**src/rtl/arsh_pkg.sv**
```systemverilog
// Types and fixed field widths of the address range histogram.
// No dependencies; used by the interfaces, the cells and the top level.
package arsh_pkg;

	localparam int OPCODE_W     = 2;
	localparam int SLOT_FIELD_W = 4;
	localparam int SHIFT_W      = 6;
	localparam int TOTAL_W      = 9;
	localparam int BSEL_W       = 8;
	localparam int RFOUND_W     = 4;
	localparam int BFOUND_W     = 8;
	localparam int REGCNT_W     = 5;

	typedef enum logic [OPCODE_W-1:0] {
		OP_WRITE  = 2'd0,
		OP_SAMPLE = 2'd1,
		OP_READ   = 2'd2,
		OP_NONE   = 2'd3
	} op_t;

	// Control part of the token that walks the cell chain.
	typedef struct packed {
		logic                    valid;
		op_t                     op;
		logic [SLOT_FIELD_W-1:0] slot;
		logic [SHIFT_W-1:0]      shift;
		logic [TOTAL_W-1:0]      total;
		logic [BSEL_W-1:0]       bsel;
		logic                    found;
		logic [SHIFT_W-1:0]      fshift;
		logic [TOTAL_W-1:0]      ftotal;
	} tok_ctl_t;

endpackage

```
**src/rtl/arsh_cell.sv**
```systemverilog
// One region slot of the lookup chain: holds the region and matches the passing token.
// Depends on arsh_pkg for the token control struct.
module arsh_cell #(
	parameter int IDX       = 0,
	parameter int ADDR_BITS = 48,
	parameter int SLOT_W    = 4
) (
	input  logic                     clk,
	input  logic                     arst_n,
	input  logic                     active,
	input  arsh_pkg::tok_ctl_t       prev_ctl,
	input  logic [ADDR_BITS-1:0]     prev_a,
	input  logic [ADDR_BITS-1:0]     prev_b,
	input  logic [SLOT_W-1:0]        prev_fslot,
	output arsh_pkg::tok_ctl_t       next_ctl,
	output logic [ADDR_BITS-1:0]     next_a,
	output logic [ADDR_BITS-1:0]     next_b,
	output logic [SLOT_W-1:0]        next_fslot
);

	localparam bit ADDRESSABLE = IDX < (1 << arsh_pkg::SLOT_FIELD_W);

	logic [ADDR_BITS-1:0]           start_q;
	logic [ADDR_BITS-1:0]           end_q;
	logic [arsh_pkg::SHIFT_W-1:0]   shift_q;
	logic [arsh_pkg::TOTAL_W-1:0]   total_q;
	logic                           valid_q;
	arsh_pkg::tok_ctl_t             ctl_q;
	logic [ADDR_BITS-1:0]           a_q;
	logic [ADDR_BITS-1:0]           b_q;
	logic [SLOT_W-1:0]              fslot_q;

	logic                           wr_here;
	logic                           hit_here;
	arsh_pkg::tok_ctl_t             ctl_d;

	assign wr_here = prev_ctl.valid && (prev_ctl.op == arsh_pkg::OP_WRITE) && ADDRESSABLE &&
		(prev_ctl.slot == arsh_pkg::SLOT_FIELD_W'(IDX));

	// Half-open match; the first matching slot claims the token.
	assign hit_here = prev_ctl.valid && (prev_ctl.op == arsh_pkg::OP_SAMPLE) &&
		!prev_ctl.found && active && (start_q <= prev_a) && (prev_a < end_q);

	always_comb begin
		ctl_d = prev_ctl;
		if (hit_here) begin
			ctl_d.found  = 1'b1;
			ctl_d.fshift = shift_q;
			ctl_d.ftotal = total_q;
		end
	end

	always_ff @(posedge clk or negedge arst_n) begin
		if (!arst_n) begin
			start_q <= '0;
			end_q   <= '0;
			shift_q <= '0;
			total_q <= '0;
			valid_q <= 1'b0;
		end else begin
			valid_q <= prev_ctl.valid;
			if (wr_here) begin
				start_q <= prev_a;
				end_q   <= prev_b;
				shift_q <= prev_ctl.shift;
				total_q <= prev_ctl.total;
			end
		end
	end

	always_ff @(posedge clk) begin
		ctl_q   <= ctl_d;
		a_q     <= prev_a;
		b_q     <= hit_here ? (prev_a - start_q) : prev_b;
		fslot_q <= hit_here ? SLOT_W'(IDX) : prev_fslot;
	end

	always_comb begin
		next_ctl       = ctl_q;
		next_ctl.valid = valid_q;
	end
	assign next_a     = a_q;
	assign next_b     = b_q;
	assign next_fslot = fslot_q;

endmodule

```
**config.mk**
```make
export PLATFORM = sky130hd
export DESIGN_NAME = arsh_cell
export DESIGN_NICKNAME = d
export VERILOG_FILES = /design/src/rtl/arsh_pkg.sv /design/src/rtl/arsh_cell.sv
export SDC_FILE = /design/constraint.sdc
export NUM_CORES = 1
export LEC_CHECK = 0
export ABC_AREA = 0
export BUFFER_PORTS_ARGS = -buffer_cell sky130_fd_sc_hd__buf_4
export CORE_MARGIN = 2
export CORE_UTILIZATION = 54
export DETAILED_ROUTE_END_ITERATION = 8
export HOLD_SLACK_MARGIN = 0.15
export PLACE_DENSITY = 0.81
export SLEW_MARGIN = 20
export SYNTH_ARGS = -nofsm -noshare
export SYNTH_HDL_FRONTEND = slang
export SYNTH_SLANG_ARGS = --single-unit
```
**constraint.sdc**
```tcl
create_clock -name clk -period 3.35 [get_ports clk]
set_input_delay 0.1675 -clock clk [delete_from_list [all_inputs] [get_ports clk]]
set_output_delay 0.1675 -clock clk [all_outputs]
set_load 0.01 [all_outputs]
```
==> results.md <==
* Diodes inserted at 0
* Largest net degree at the start of global routing at 81
* Mapped Area at 11,920 µm²
* Inst Count DP at 1,788
* Final setup violation count at 0
* Max Fclk at 313.5 MHz
* Clock skew at 21.63 ps
* Port bufs at 294
* Reg-to-reg slack, setup at 160 ps
* PwrDens at 548.4 nW/µm²
* Outcome: completed
* Placer Congestion at 0.9591
* Reg-to-reg startpoint: end_q[42]
* Actual slew at the worst max-slew pin at 703.3 ps
* Skew-Pair Late Insertion Delay at 540 ps
* Final hold vios at 0
* TritonCTS clock tree: yes
* Row count at 54
* CTS sink cnt at 257
* CP bufs+invs at 2
* # fillers at 1,408
* Unrepaired setup endpoints after global routing: false
* Startpoint types: register
* Commonest non-fill, non-tap cell in the layout: buf_4
* Synth Area in Simple Gates at 0.1228
* Share of post-route cells with drive strength above 1 at 0.2305
* EDFF count, synth at 0
* Final Util at 0.7652
* Register area share after synthesis at 0.4785
* Top Ports at 295
* Max stage delay on crit path at 430 ps
* Crit-path cells: inv_1 > ha_1 > nand4_1 > nor4_2 > nand4_1 > or3_1 > a31oi_1 > or2_4 > buf_4 > mux2i_1 > o311ai_1
* Max-slew violation count at 0
* Post-route setup slack at 160.2 ps
* Mapped Nets at 1,501
* Routed len/inst at 17.44 µm
* Ys async rst share at 0.4358
* Total setup buffers inserted after CTS at 0
* Die area at 23,280 µm²
* Antenna violations before repair at 0
* Syn_area_per_cell at 9.493 µm²
* Iter 0 DRT Violations at 706
* Register bit count reported by yosys at 257
* Worst VDD drop at 0.4706 mV
* R2r worst-path depth at 11
* Fin crit share at 0.9522
* DR vias at 10,680
* Max clock buf depth at 3
* Clock-pin slew on the worst setup and hold paths at 60 ps
* # DRC at 0
* Critical Path RT at 3760 ps
* Reg2reg end: next_b[41]
* Area delta synth->final at 39.64%
* Delay-heaviest family, CP: simple AND/OR/NAND/NOR gates
* Final #Nets at 1,929
* Pre-CTS setup slack at 259.5 ps
* Critical path class: reg2reg
* Fin cells at 1,985
* First-pass DRT Iterations at 6
* Final wirelength at 34.62 mm
* Synth Flop Type: dfxtp_1
* Mux cell area share after synthesis at 0.03663
* DP Wirelength at 23.00 mm
* Synth Area in XOR/XNOR at 0.02718
* Largest family of logic cells by synthesized area: compound AO/OA/AOI/OAI gates
* Detail Route Antenna Nets at 0
* Core area at 21,760 µm²
* Leakage at 8.154 nW
* Classification of the worst-slack hold path: in2async
* Slew margin rel. at 0.5311
* Vias/cell at 5.379
* CTS buffer count at 27
* CP most frequent cell: nand4_1
* Crit end category: register
* # Max-Cap Violations at 0
* H-tree depth at 1
* Crit-path max FO at 31
* Global Route Usage Sum at 0.2889
* Root buffer cell: clkbuf_16
* First-pass GRT wire length at 55.66 mm
* Setup TNS Final at 0 ps
* PostCTS Resize Cnt at 0
* Slowest CP cell: buf_4
* Synth cell types at 66
* Die W at 152.6 µm
* Post-CTS Hold Fix Bufs at 147
* Cells after synthesis at 1,256
* Compound-cell area share of the yosys netlist at 0.1740
* Adder-cell share of the synthesized area at 0.1014
* Chip Height at 152.6 µm
* Most used cells in the layout excluding fill and tap cells: buf_4 (302), nand2_1 (199), o21ai_0 (161)
* Grt ovf at 0
* Final min period at 3190 ps
* Arrival time worst endpoint at 3600 ps
* Ys Warns at 0
* Vias in the first global route at 10,850
* Initial core utilization at 0.5480
report_power, final:
group          total [mW]  switching (mW)  leakage [nW]  internal, mW
combinational        2.61            1.48          5.27          1.13
clock                2.99            1.25         0.433          1.74
sequential           3.53           0.114          2.45          3.42
total                9.13            2.84          8.15          6.29
metal layers:
| layer | part of all wire | GRT usage |
|---|---|---|
| met2 | 0.51 | 0.5227 |
| met3 | 0.060 | 0.04465 |
| met5 | 0 | 0 |
| met4 | 0.026 | 0.08201 |
| met1 | 0.41 | 0.3576 |
final cells by class:
class,count,area [µm²],area share
Inverter,104,390.4,0.02345
Clock inverter,8,85.08,0.005110
Sequential cell,257,5705,0.3427
Clock buffer,42,803.3,0.04825
Timing Repair Buffer,452,3799,0.2282
Multi-Input combinational cell,842,5515,0.3313
Tap cell,280,350.3,0.02104
how the worst max path moves through the flow:
stage	start	endpoint	depth (start not counted)
after global routing	start_q[0]	next_b[41]	12
after CTS	start_q[0]	next_b[41]	12
after detailed placement	start_q[0]	next_b[41]	12
after floorplan	start_q[0]	next_ctl[10]	12
after global placement	start_q[0]	next_b[41]	12
final	end_q[42]	next_b[41]	11
synthesized netlist by cell type, drive strengths merged (2+ instances only):
master / n / area share
a2111oi: 2 / 0.0015
xor2: 20 / 0.015
nand2b: 9 / 0.0047
nor4: 4 / 0.0026
nor3b: 3 / 0.0019
or4: 2 / 0.0013
mux2: 32 / 0.035
nand4: 22 / 0.012
nor2b: 5 / 0.0026
a211oi: 6 / 0.0046
o211a: 2 / 0.0017
a21oi: 74 / 0.033
inv: 104 / 0.033
a211o: 2 / 0.0015
clkbuf: 21 / 0.0066
o31ai: 9 / 0.0061
xnor2: 17 / 0.012
o21a: 10 / 0.0063
ha: 95 / 0.10
o21bai: 7 / 0.0044
nor3: 15 / 0.0063
o21ai: 172 / 0.073
nand2: 199 / 0.063
a31o: 2 / 0.0015
and2: 9 / 0.0047
and4: 5 / 0.0037
a221o: 2 / 0.0017
nor2: 28 / 0.0088
mux2i: 2 / 0.0017
o211ai: 8 / 0.0050
nand3: 15 / 0.0063
a21boi: 4 / 0.0025
dfrtp: 112 / 0.24
dfxtp: 145 / 0.24
o22ai: 2 / 0.0010
a21o: 30 / 0.019
or3: 3 / 0.0016
and3: 5 / 0.0026
buf: 32 / 0.020
a31oi: 8 / 0.0052
cells by family after synthesis:
kind of cell               Yosys count
adders and majority gates           96
AOI/OAI and AO/OA                  349
xor gates and xnor gates            37
muxes                               34
DFF                                257
buffers and inverters              157
and+or+nand+nor                    326
sequential cells by signal, summed over array words and instances (netlist names):
| signal | cells |
|---|---|
| next_fslot | 4 |
| valid_q | 1 |
| end_q | 48 |
| start_q | 48 |
| shift_q | 6 |
| next_b | 48 |
| next_a | 48 |
| next_ctl | 45 |
| total_q | 9 |
stage by stage:
stage               instance area [µm²]  hold slack (ps)  power (mW)
detailed placement                14290            252.5       5.965
finish                            16650            216.2       9.129
global route                      16650            272.9       9.582
floorplan                         11920           -128.1       5.160
CTS                               16650            230.4       9.089
global placement                  14290            238.3       5.892
Note: power is estimated with default switching activity, not from simulation.
